===== src/hw/rtl/kwm_pkg.sv =====
// kwm_pkg: sizes, codes, state encoding and shared types of the k-way chunk merge
// no dependencies; compiled first

package kwm_pkg;

  localparam int MAX_CHUNKS    = 16;
  localparam int MAX_CHUNK_LEN = 256;
  localparam int VALUE_BITS    = 32;

  localparam int CHUNK_BITS  = $clog2(MAX_CHUNKS);
  localparam int POS_BITS    = $clog2(MAX_CHUNK_LEN);
  localparam int CNT_BITS    = $clog2(MAX_CHUNKS + 1);
  localparam int CUR_BITS    = $clog2(MAX_CHUNK_LEN + 1);
  localparam int STORE_DEPTH = MAX_CHUNKS * MAX_CHUNK_LEN;
  localparam int ADDR_BITS   = $clog2(STORE_DEPTH);

  // field widths of the words
  localparam int FUNC_W   = 2;
  localparam int CSEL_W   = 4;
  localparam int POSF_W   = 8;
  localparam int DATA_W   = 32;
  localparam int STATUS_W = 2;

  // configuration register widths and bus
  localparam int NUMC_W    = 5;
  localparam int LEN_W     = 9;
  localparam int APB_DW    = 32;
  localparam int APB_AW    = 3;
  localparam int REG_IDX_W = APB_AW - 2;

  localparam logic [REG_IDX_W-1:0] REG_NUM_CHUNKS   = REG_IDX_W'(0);
  localparam logic [REG_IDX_W-1:0] REG_CHUNK_LENGTH = REG_IDX_W'(1);

  localparam logic [NUMC_W-1:0] NUMC_RESET = NUMC_W'(1);
  localparam logic [LEN_W-1:0]  LEN_RESET  = LEN_W'(256);

  typedef enum logic [FUNC_W-1:0] {
    FN_WRITE   = 2'd0,
    FN_RESTART = 2'd1,
    FN_TAKE    = 2'd2
  } func_t;

  typedef enum logic [STATUS_W-1:0] {
    STAT_DONE  = 2'd0,
    STAT_TAKEN = 2'd1,
    STAT_EMPTY = 2'd2
  } status_t;

  typedef enum logic [1:0] {
    ST_IDLE,
    ST_SCAN,
    ST_DRAIN,
    ST_FINISH
  } state_t;

  typedef struct packed {
    logic [NUMC_W-1:0] num_chunks;
    logic [LEN_W-1:0]  chunk_length;
  } cfg_t;

  typedef struct packed {
    logic                  we;
    logic [ADDR_BITS-1:0]  waddr;
    logic [VALUE_BITS-1:0] wdata;
    logic                  re;
    logic [ADDR_BITS-1:0]  raddr;
  } mem_req_t;

endpackage


===== src/hw/rtl/kwm_cfg.sv =====
// kwm_cfg: apb register file for chunk count and chunk length
// depends on kwm_pkg

module kwm_cfg import kwm_pkg::*; (
  input  logic              clk,
  input  logic              rst,
  input  logic              psel,
  input  logic              penable,
  input  logic              pwrite,
  input  logic [APB_AW-1:0] paddr,
  input  logic [APB_DW-1:0] pwdata,
  output logic [APB_DW-1:0] prdata,
  output logic              pready,
  output cfg_t              cfg
);

  logic [REG_IDX_W-1:0] reg_idx;
  logic                 wr_en;

  assign pready  = 1'b1;
  assign reg_idx = paddr[APB_AW-1:2];
  assign wr_en   = psel && penable && pwrite && pready;

  always_ff @(posedge clk) begin
    if (rst) begin
      cfg.num_chunks   <= NUMC_RESET;
      cfg.chunk_length <= LEN_RESET;
    end else if (wr_en) begin
      unique case (reg_idx)
        REG_NUM_CHUNKS:   cfg.num_chunks   <= pwdata[NUMC_W-1:0];
        REG_CHUNK_LENGTH: cfg.chunk_length <= pwdata[LEN_W-1:0];
        default: ;
      endcase
    end
  end

  always_comb begin
    prdata = '0;
    unique case (reg_idx)
      REG_NUM_CHUNKS:   prdata = APB_DW'(cfg.num_chunks);
      REG_CHUNK_LENGTH: prdata = APB_DW'(cfg.chunk_length);
      default:          prdata = '0;
    endcase
  end

endmodule


===== config.mk =====
export PLATFORM = sky130hd
export DESIGN_NAME = kwm_cfg
export DESIGN_NICKNAME = d
export VERILOG_FILES = /design/src/hw/rtl/kwm_pkg.sv /design/src/hw/rtl/kwm_cfg.sv
export SDC_FILE = /design/constraint.sdc
export NUM_CORES = 1
export LEC_CHECK = 0
export ABC_AREA = 1
export BUFFER_PORTS_ARGS = -buffer_cell sky130_fd_sc_hd__buf_2
export CORE_MARGIN = 4
export CORE_UTILIZATION = 38
export DETAILED_ROUTE_END_ITERATION = 10
export MAX_ROUTING_LAYER = met4
export PLACE_DENSITY_LB_ADDON = 0.3
export SLEW_MARGIN = 40
export SYNTH_ARGS = -nofsm -noshare
export SYNTH_HDL_FRONTEND = slang
export SYNTH_SLANG_ARGS = --single-unit

===== constraint.sdc =====
create_clock -name clk -period 1.5 [get_ports clk]
set_input_delay 0.225 -clock clk [delete_from_list [all_inputs] [get_ports clk]]
set_output_delay 0.225 -clock clk [all_outputs]
set_load 0.02 [all_outputs]

==> results.txt, run 1 <==
status: completed
post-synthesis compound-gate area fraction: 1.12%
Largest regs: cfg: 14 flops
Post-Place Setup Slack: 0.328 ns
Int Pwr: 528 uW
Bufs on Longest Clock Path: 2
Pwr Density: 785 nW/um^2
fin. max-slew vios: 0
pin count of the biggest net entering global routing: 20
antenna violations before repair: 0
worst-path maximum fanout: 11
arrival time at the worst endpoint: 0.94 ns
Ports: 87
sw frac: 33.4%
worst-path cell chain: buf_2 -> inv_1 -> nand2_1 -> nand2_1 -> buf_2
Static Leakage: 0.620 nW
Ys Warns: 0
via density per instance: 4.24
grt total ovfl: 0
cts bufs inserted: 3
Synth area leaders: dfxtp_1, buf_4, nand2_1
XOR/XNOR Fraction of Synth Area: 0%
crit-path max cell delay: 0.30 ns
DRC: 0
crit end category: primary output
Peak VDD IR: 0.285 mV
Setup TNS: 0 ns
layout cells sized above 1: 26.2%
clk_lat worst skew: 0.27 ns
Die Area: 3190 sq um
most common flop cell mapped by yosys: dfxtp_1
Final Hold Fails: 0
WHS: 0.165 ns
Unique masters post-synth: 13
routed length per instance: 9.31 um
num rows: 17
Pwr Total: 792 uW
PortBufs: 37
final cell count without fillers: 200
final worst slack: 0.334 ns
Post-DP Area: 986 sq um
commonest cells in the netlist: nand2_1, buf_4, nor2_1, inv_1
DRT antenna net count: 0
clock-pin slew on the worst setup and hold paths: 0.08 ns
Initial Utilization: 39.9%
via count: 847
CP bufs+invs: 3
max reg flops: 14
die height: 56.5 um
worst min-delay path category: in2reg
Max-Cap Viols: 0
Synth Cell Area: 892 sq um
endpoints failing setup: 0
Post-synth EDFFs: 0
sequential-to-total area share from yosys stat: 31.4%
post-cts sizing count: 0
vias in the first global route: 674
mux cell area share after synthesis: 0%
area grow syn2layout: 13.0%
placed insts: 197
1st-iter DRT viols: 26
largest register by flop count: cfg
asr flop ratio synth: 0%
Post-Synthesis Cells: 138
Post-DP HPWL: 1.45 mm
CP max stage cell: inv_1
RSZ-0062 raised after global routing: false
Synth top area share: 31.4%
first-pass GRT wire length: 3.02 mm
routed wire length: 1.86 mm
TritonCTS clock tree: done
die width: 56.5 um
post-synthesis simple-gate area fraction: 36.0%
GRT Total Usage: 12.2%
sequential share of power: 49.7%
First-pass DRT Iterations: 4
largest family of logic cells by synthesized area: simple AND/OR/NAND/NOR gates
combinational share of power: 24.7%
clk_skew: 0 ns
critical path class: in2out
clock sink count: 14
Final Core Density: 45.2%
startpoint types: input pin
core area: 2230 sq um
H-Tree Depth: 1
postcts setup bufs: 0
Adder-Cell Fraction of Synth Area: 0%
top-count cell post-synth: nand2_1
nets: 214
CP top delay family: buffers and inverters
highest clock rate: 857 MHz
min Tclk post-route: 1.17 ns
Final Cell Area: 1010 sq um
GPL Wtd Cong: 0.735
final worst path period share: 77.8%
antenna cells: 0
average size of a mapped cell: 6.46 sq um
total net switching power: 265 uW
Yosys reg bits: 14
Clk pwr share: 25.7%
CTS hold repair buffers: 0
CP required: 1.27 ns
Clk Tree Root Cell: clkbuf_4
area leader, netlist: dfxtp_1
## worst reg2reg max path, stage by stage (launching register included)
cell     delay (ns)
dfxtp_1        0.33
o21ai_0        0.08
nand3_1        0.09
## power by group through the flow
stage / combinational, mW / sequential [mW] / clock (mW)
finish: 0.195 / 0.394 / 0.203
global placement: 0.193 / 0.402 / 0
global route: 0.214 / 0.396 / 0.235
detailed placement: 0.194 / 0.402 / 0
floorplan: 0.179 / 0.418 / 0
CTS: 0.195 / 0.394 / 0.215
## placed cells by master (no fill, tap or decap)
| cell | count |
|---|---|
| o21ai_0 | 2 |
| nor2_2 | 2 |
| nand3_2 | 1 |
| nand2_1 | 34 |
| conb_1 | 24 |
| nor2_1 | 24 |
| buf_4 | 1 |
| nand3_1 | 14 |
| nor2_4 | 1 |
| clkbuf_4 | 3 |
| buf_2 | 37 |
| dfxtp_1 | 14 |
| inv_1 | 15 |
## final timing paths
kind / slack (ns) / depth (start not counted) / startpoint / to
max reg2reg: 0.89 / 2 / cfg[9] / cfg[9]
min reg2reg: 0.50 / 2 / cfg[8] / cfg[8]
max: 0.33 / 5 / paddr[2] / prdata[2]
min: 0.16 / 3 / pwdata[8] / cfg[8]
## kinds of logic after synthesis
kind of cell           after synthesis
AND/OR/NAND/NOR                     76
AO/OA/AOI/OAI                        2
flip-flops                          14
other                                2
buffers and inverters               44
## final cells by class
type	count	area [sq um]
Inverter	15	56.3
Clock buffer	3	22.5
Multi-Input combinational cell	102	422
Fill cell	240	1220
Tap cell	28	35.0
Sequential cell	14	280
Timing Repair Buffer	38	193
## routing by layer
metal / vias up / global-route usage, % / share of wire, %
met1: 369 / 15.1 / 42
met3: 2 / 2.76 / 10
met4: 0 / 8.14 / 1.5
met2: 46 / 17.7 / 47
met5: - / - / 0
li1: 430 / - / -
(Power assumes the default switching activity.)
==> run 2, diff against run 1 <==
--- a/config.mk
+++ b/config.mk
@@ -8,7 +8,7 @@
 export ABC_AREA = 1
 export BUFFER_PORTS_ARGS = -buffer_cell sky130_fd_sc_hd__buf_2
 export CORE_MARGIN = 4
-export CORE_UTILIZATION = 38
+export CORE_UTILIZATION = 32
 export DETAILED_ROUTE_END_ITERATION = 10
 export MAX_ROUTING_LAYER = met4
 export PLACE_DENSITY_LB_ADDON = 0.3
==> constraint.sdc (replaced) <==
create_clock -name clk -period 1 [get_ports clk]
set_input_delay 0.15 -clock clk [delete_from_list [all_inputs] [get_ports clk]]
set_output_delay 0.15 -clock clk [all_outputs]
set_load 0.02 [all_outputs]
==> results.txt, run 2 (synthesis gave the netlist of run 1 again) <==
CTS hold repair buffers: 0 (unchanged)
most frequent cells in the layout: nand2_1, buf_2, nor2_1, conb_1
Max-Cap Viols: 0 (unchanged)
RSZ-0062 raised after global routing: true
Post-DP Area: 1020 sq um (+3.8%)
die height: 60.8 um (+7.7%)
Clk Tree Root Cell: clkbuf_4
die width: 60.8 um (+7.7%)
antenna cells: 0 (unchanged)
PortBufs: 37 (unchanged)
Peak VDD IR: 0.516 mV (+81%)
endpoints failing setup: 4 (+4)
startpoint types: register
vias in the first global route: 733 (+8.8%)
CP required: 0.85 ns (-0.42 ns)
GRT Total Usage: 11.8% (-0.41 points)
H-Tree Depth: 1 (unchanged)
via count: 861 (+1.7%)
grt total ovfl: 0 (unchanged)
Final Cell Area: 1150 sq um (+14%)
arrival time at the worst endpoint: 0.88 ns (-0.06 ns)
pin count of the biggest net entering global routing: 15 (-25%)
Bufs on Longest Clock Path: 2 (unchanged)
First-pass DRT Iterations: 4 (unchanged)
violated checks: negative setup slack
via density per instance: 4.16 (-1.8%)
routed length per instance: 9.83 um (+5.7%)
largest register by flop count: cfg
Post-Place Setup Slack: 0.0787 ns (-0.249 ns)
clock sink count: 14 (unchanged)
Initial Utilization: 34.7% (-5.2 points)
WHS: 0.0885 ns (-0.0764 ns)
layout cells sized above 1: 39.0% (+13 points)
Pwr Density: 1160 nW/um^2 (+48%)
highest clock rate: 975 MHz
clk_skew: 0 ns (unchanged)
fillers: 277 (+15%)
nets: 218 (+1.9%)
crit end category: primary output
DRC: 0 (unchanged)
status: finished, violations left
Static Leakage: 0.666 nW (+7.4%)
Final Hold Fails: 0 (unchanged)
1st-iter DRT viols: 20 (-23%)
critical path class: reg2out
Post-DP HPWL: 1.60 mm (+10%)
min Tclk post-route: 1.03 ns
DRT antenna net count: 0 (unchanged)
routed wire length: 2.04 mm (+9.3%)
final worst path period share: 103%
final worst slack: -0.0256 ns (-0.359 ns)
clock-pin slew on the worst setup and hold paths: 0.09 ns (about the same)
Final Core Density: 44.9% (-0.22 points)
fin. max-slew vios: 0 (unchanged)
Largest regs: cfg: 14 flops
num rows: 18 (+1)
core area: 2570 sq um (+15%)
GPL Wtd Cong: 0.748 (+1.7%)
Ports: 87 (unchanged)
cts bufs inserted: 3 (unchanged)
antenna violations before repair: 0 (unchanged)
commonest non-fill, non-tap cell in the layout: nand2_1
area grow syn2layout: 29.3%
first-pass GRT wire length: 3.18 mm (+5.5%)
max reg flops: 14 (unchanged)
Die Area: 3700 sq um (+16%)
TritonCTS clock tree: done
clk_lat worst skew: 0.27 ns (about the same)
worst min-delay path category: in2reg
worst-path maximum fanout: 3 (-8)
-- run 2: cell count changes in the layout (fill, tap and decap cells not counted), moves of 4 or more --
cell | previous run | this run
buf_2 | 37 | 27
buf_4 | 1 | 5
buf_6 | 0 | 9
dfxtp_2 | 0 | 14
nand2_2 | 0 | 4
dfxtp_1 | 14 | 0
nand2_1 | 34 | 30
-- run 2: path summary, 6_finish.rpt --
kind,start,end,slack (ns),cells after the start
max,cfg[13],prdata[4],-0.03,3
min,pwdata[8],cfg[8],0.09,3
max reg2reg,cfg[11],cfg[11],0.30,3
min reg2reg,cfg[3],cfg[3],0.49,2
-- run 2: per-stage QoR --
step	power (mW)	cells	TNS (ns)
final	1.34	207	-0.0689
after global routing	1.43	207	-0.571
after CTS	1.35	206	-0.0967
after detailed placement	0.912	202	0
after global placement	0.908	202	0
after floorplan	0.895	160	0
-- run 2: critical path: stages (launching register included) --
cell	delay, ns
dfxtp_2	0.36
nand2_1	0.05
nand2_1	0.07
buf_6	0.11
-- run 2: layout make-up --
type | count | area, sq um | area share (%)
multi-input combinational | 102 | 432 | 37.4
sequential | 14 | 298 | 25.8
timing repair buffer | 42 | 294 | 25.5
inverter | 15 | 56.3 | 4.88
tap | 30 | 37.5 | 3.25
clock buffer | 4 | 36.3 | 3.15
-- run 2: repair_timing --
action | in CTS | in global routing
pin swaps | 10 | 4
endpoints found under the setup margin | 9 | 9
gates resized for setup | 32 | 6
setup buffers | 0 | 1
gates cloned | 0 | 0
-- run 2: routing by layer --
| layer | vias up | wire length, um | track usage [%] |
|---|---|---|---|
| met1 | 378 | 692 | 12.6 |
| met2 | 39 | 1120 | 20.9 |
| met3 | 2 | 199 | 1.49 |
| li1 | 442 | - | - |
| met5 | - | 0 | - |
| met4 | 0 | 21 | 6.50 |
-- run 2: report_power, final --
| part | total [mW] | switching, mW | leakage (nW) | internal, mW |
|---|---|---|---|---|
| clock | 0.415 | 0.193 | 0.0210 | 0.221 |
| combinational | 0.334 | 0.226 | 0.527 | 0.108 |
| sequential | 0.595 | 0.0144 | 0.119 | 0.581 |
| total | 1.34 | 0.434 | 0.666 | 0.910 |
==> run 3, diff against run 2 <==
--- a/config.mk
+++ b/config.mk
@@ -10,6 +10,7 @@
 export CORE_MARGIN = 4
 export CORE_UTILIZATION = 32
 export DETAILED_ROUTE_END_ITERATION = 10
+export GPL_TIMING_DRIVEN = 0
 export MAX_ROUTING_LAYER = met4
 export PLACE_DENSITY_LB_ADDON = 0.3
 export SLEW_MARGIN = 40
==> results.txt, run 3 (synthesis gave the netlist of run 1 again) <==
status: finished, violations left
violated checks: negative setup slack
Peak VDD IR: 0.632 mV (+22%)
worst min-delay path category: in2reg
via count: 915 (+6.3%)
via density per instance: 3.96 (-4.8%)
Max-Cap Viols: 0 (unchanged)
cts bufs inserted: 3 (unchanged)
Largest regs: cfg: 14 flops
Die Area: 3700 sq um (unchanged)
antenna cells: 0 (unchanged)
Final Cell Area: 1330 sq um (+15%)
GPL Wtd Cong: 0.737 (-1.5%)
Top cell by count, worst path: nand2_2
Final Hold Fails: 0 (unchanged)
pin count of the biggest net entering global routing: 11 (-4)
commonest non-fill, non-tap cell in the layout: buf_2
TritonCTS clock tree: done
crit-path max cell delay: 0.35 ns (about the same)
fin. max-slew vios: 0 (unchanged)
Bufs on Longest Clock Path: 2 (unchanged)
largest register by flop count: cfg
Clk Tree Root Cell: clkbuf_4
layout cells sized above 1: 47.8% (+8.8 points)
antenna violations before repair: 0 (unchanged)
startpoint types: register
routed wire length: 2.08 mm (+2.3%)
min Tclk post-route: 1.02 ns (-0.00261 ns)
num rows: 18 (unchanged)
First-pass DRT Iterations: 4 (unchanged)
GRT Total Usage: 12.2% (+0.36 points)
vias in the first global route: 745 (+1.6%)
CTS hold repair buffers: 0 (unchanged)
area grow syn2layout: 48.5%
grt total ovfl: 0 (unchanged)
CP required: 0.85 ns (about the same)
Critical Path Start: cfg[13]
Pwr Density: 1060 nW/um^2 (-8.6%)
DRC: 0 (unchanged)
Multi-input gate area: 437 sq um (+1.2%)
clock sink count: 14 (unchanged)
CP max stage cell: dfxtp_2
placed insts: 227 (+12%)
PortBufs: 37 (unchanged)
Final Core Density: 51.6% (+6.7 points)
HP Start: pwdata[8]
core area: 2570 sq um (unchanged)
die width: 60.8 um (unchanged)
routed length per instance: 9.01 um (-8.4%)
final worst slack: -0.0230 ns (+0.00261 ns)
first-pass GRT wire length: 3.22 mm (+1.3%)
critical path class: reg2out
most frequent cells in the layout: buf_2, nand2_1, buf_4, nor2_1, conb_1
arrival time at the worst endpoint: 0.87 ns (about the same)
max reg flops: 14 (unchanged)
Ports: 87 (unchanged)
H-Tree Depth: 1 (unchanged)
crit end category: primary output
Static Leakage: 0.787 nW (+18%)
highest clock rate: 978 MHz (+0.25%)
worst-path maximum fanout: 3 (unchanged)
Post-DP Area: 1200 sq um (+17%)
final cell count without fillers: 231 (+12%)
1st-iter DRT viols: 20 (unchanged)
Post-DP HPWL: 1.62 mm (+1.6%)
clock-pin slew on the worst setup and hold paths: 0.09 ns (about the same)
fillers: 251 (-9.4%)
final worst path period share: 102% (-0.26 points)
Initial Utilization: 34.7% (unchanged)
register area: 298 sq um (unchanged)
die height: 60.8 um (unchanged)
endpoints failing setup: 5 (+1)
RR Startpoint: cfg[10]
nets: 242 (+11%)
clk_skew: 0 ns (unchanged)
worst-path cell chain: nand2_2 -> nand2_2 -> buf_6
RSZ-0062 raised after global routing: true
clk_lat worst skew: 0.28 ns (about the same)
DRT antenna net count: 0 (unchanged)
## run 3: final timing paths
| path | to | slack (ns) | cells past startpoint |
|---|---|---|---|
| max | prdata[4] | -0.02 | 3 |
| min | cfg[8] | 0.07 | 3 |
| max reg2reg | cfg[10] | 0.40 | 2 |
| min reg2reg | cfg[9] | 0.49 | 2 |
## run 3: worst max-delay path, delay by kind of cell (launching register included)
family / cells / cell delay (ns)
DFF: 1 / 0.35
buffers and inverters: 1 / 0.11
and+or+nand+nor: 2 / 0.13
## run 3: power breakdown
group / internal, mW / switching [mW] / leakage, nW
registers: 0.581 / 0.0145 / 0.119
logic: 0.166 / 0.238 / 0.648
clock network: 0.222 / 0.190 / 0.0210
## run 3: layout make-up
class,count,share of cell area [%]
Clock buffer,4,2.74
Timing Repair Buffer,37,18.2
Multi-Input combinational cell,102,33.0
Inverter,15,4.25
Tap cell,30,2.83
Sequential cell,14,22.5
Buffer,29,16.5
## run 3: what timing repair did
item                       4_1_cts  5_1_grt
gates cloned                     0        0
setup endpoints to repair        9        9
resized for setup               29       12
buffers inserted                 0        0
pin swaps                        0        2
## run 3: per-stage QoR
| step | hold slack (ns) | worst slack [ns] | total power, mW | setup TNS (ns) |
|---|---|---|---|---|
| 2_1_floorplan | 0.276 | 0.177 | 0.895 | 0 |
| 3_3_place_gp | 0.374 | -0.0183 | 0.979 | -0.0632 |
| 3_5_place_dp | 0.368 | -0.0280 | 0.980 | -0.118 |
| 4_1_cts | 0.0727 | -0.0294 | 1.41 | -0.102 |
| 5_1_grt | 0.0933 | -0.0746 | 1.48 | -0.418 |
| 6_report | 0.0750 | -0.0230 | 1.41 | -0.0646 |
## run 3: layer usage
layer	wire length, um	global-route usage [%]	part of all wire (%)
met5	0	-	0
met4	54	7.43	2.6
met3	188	2.13	9.0
met2	1010	19.4	49
met1	828	14.2	40
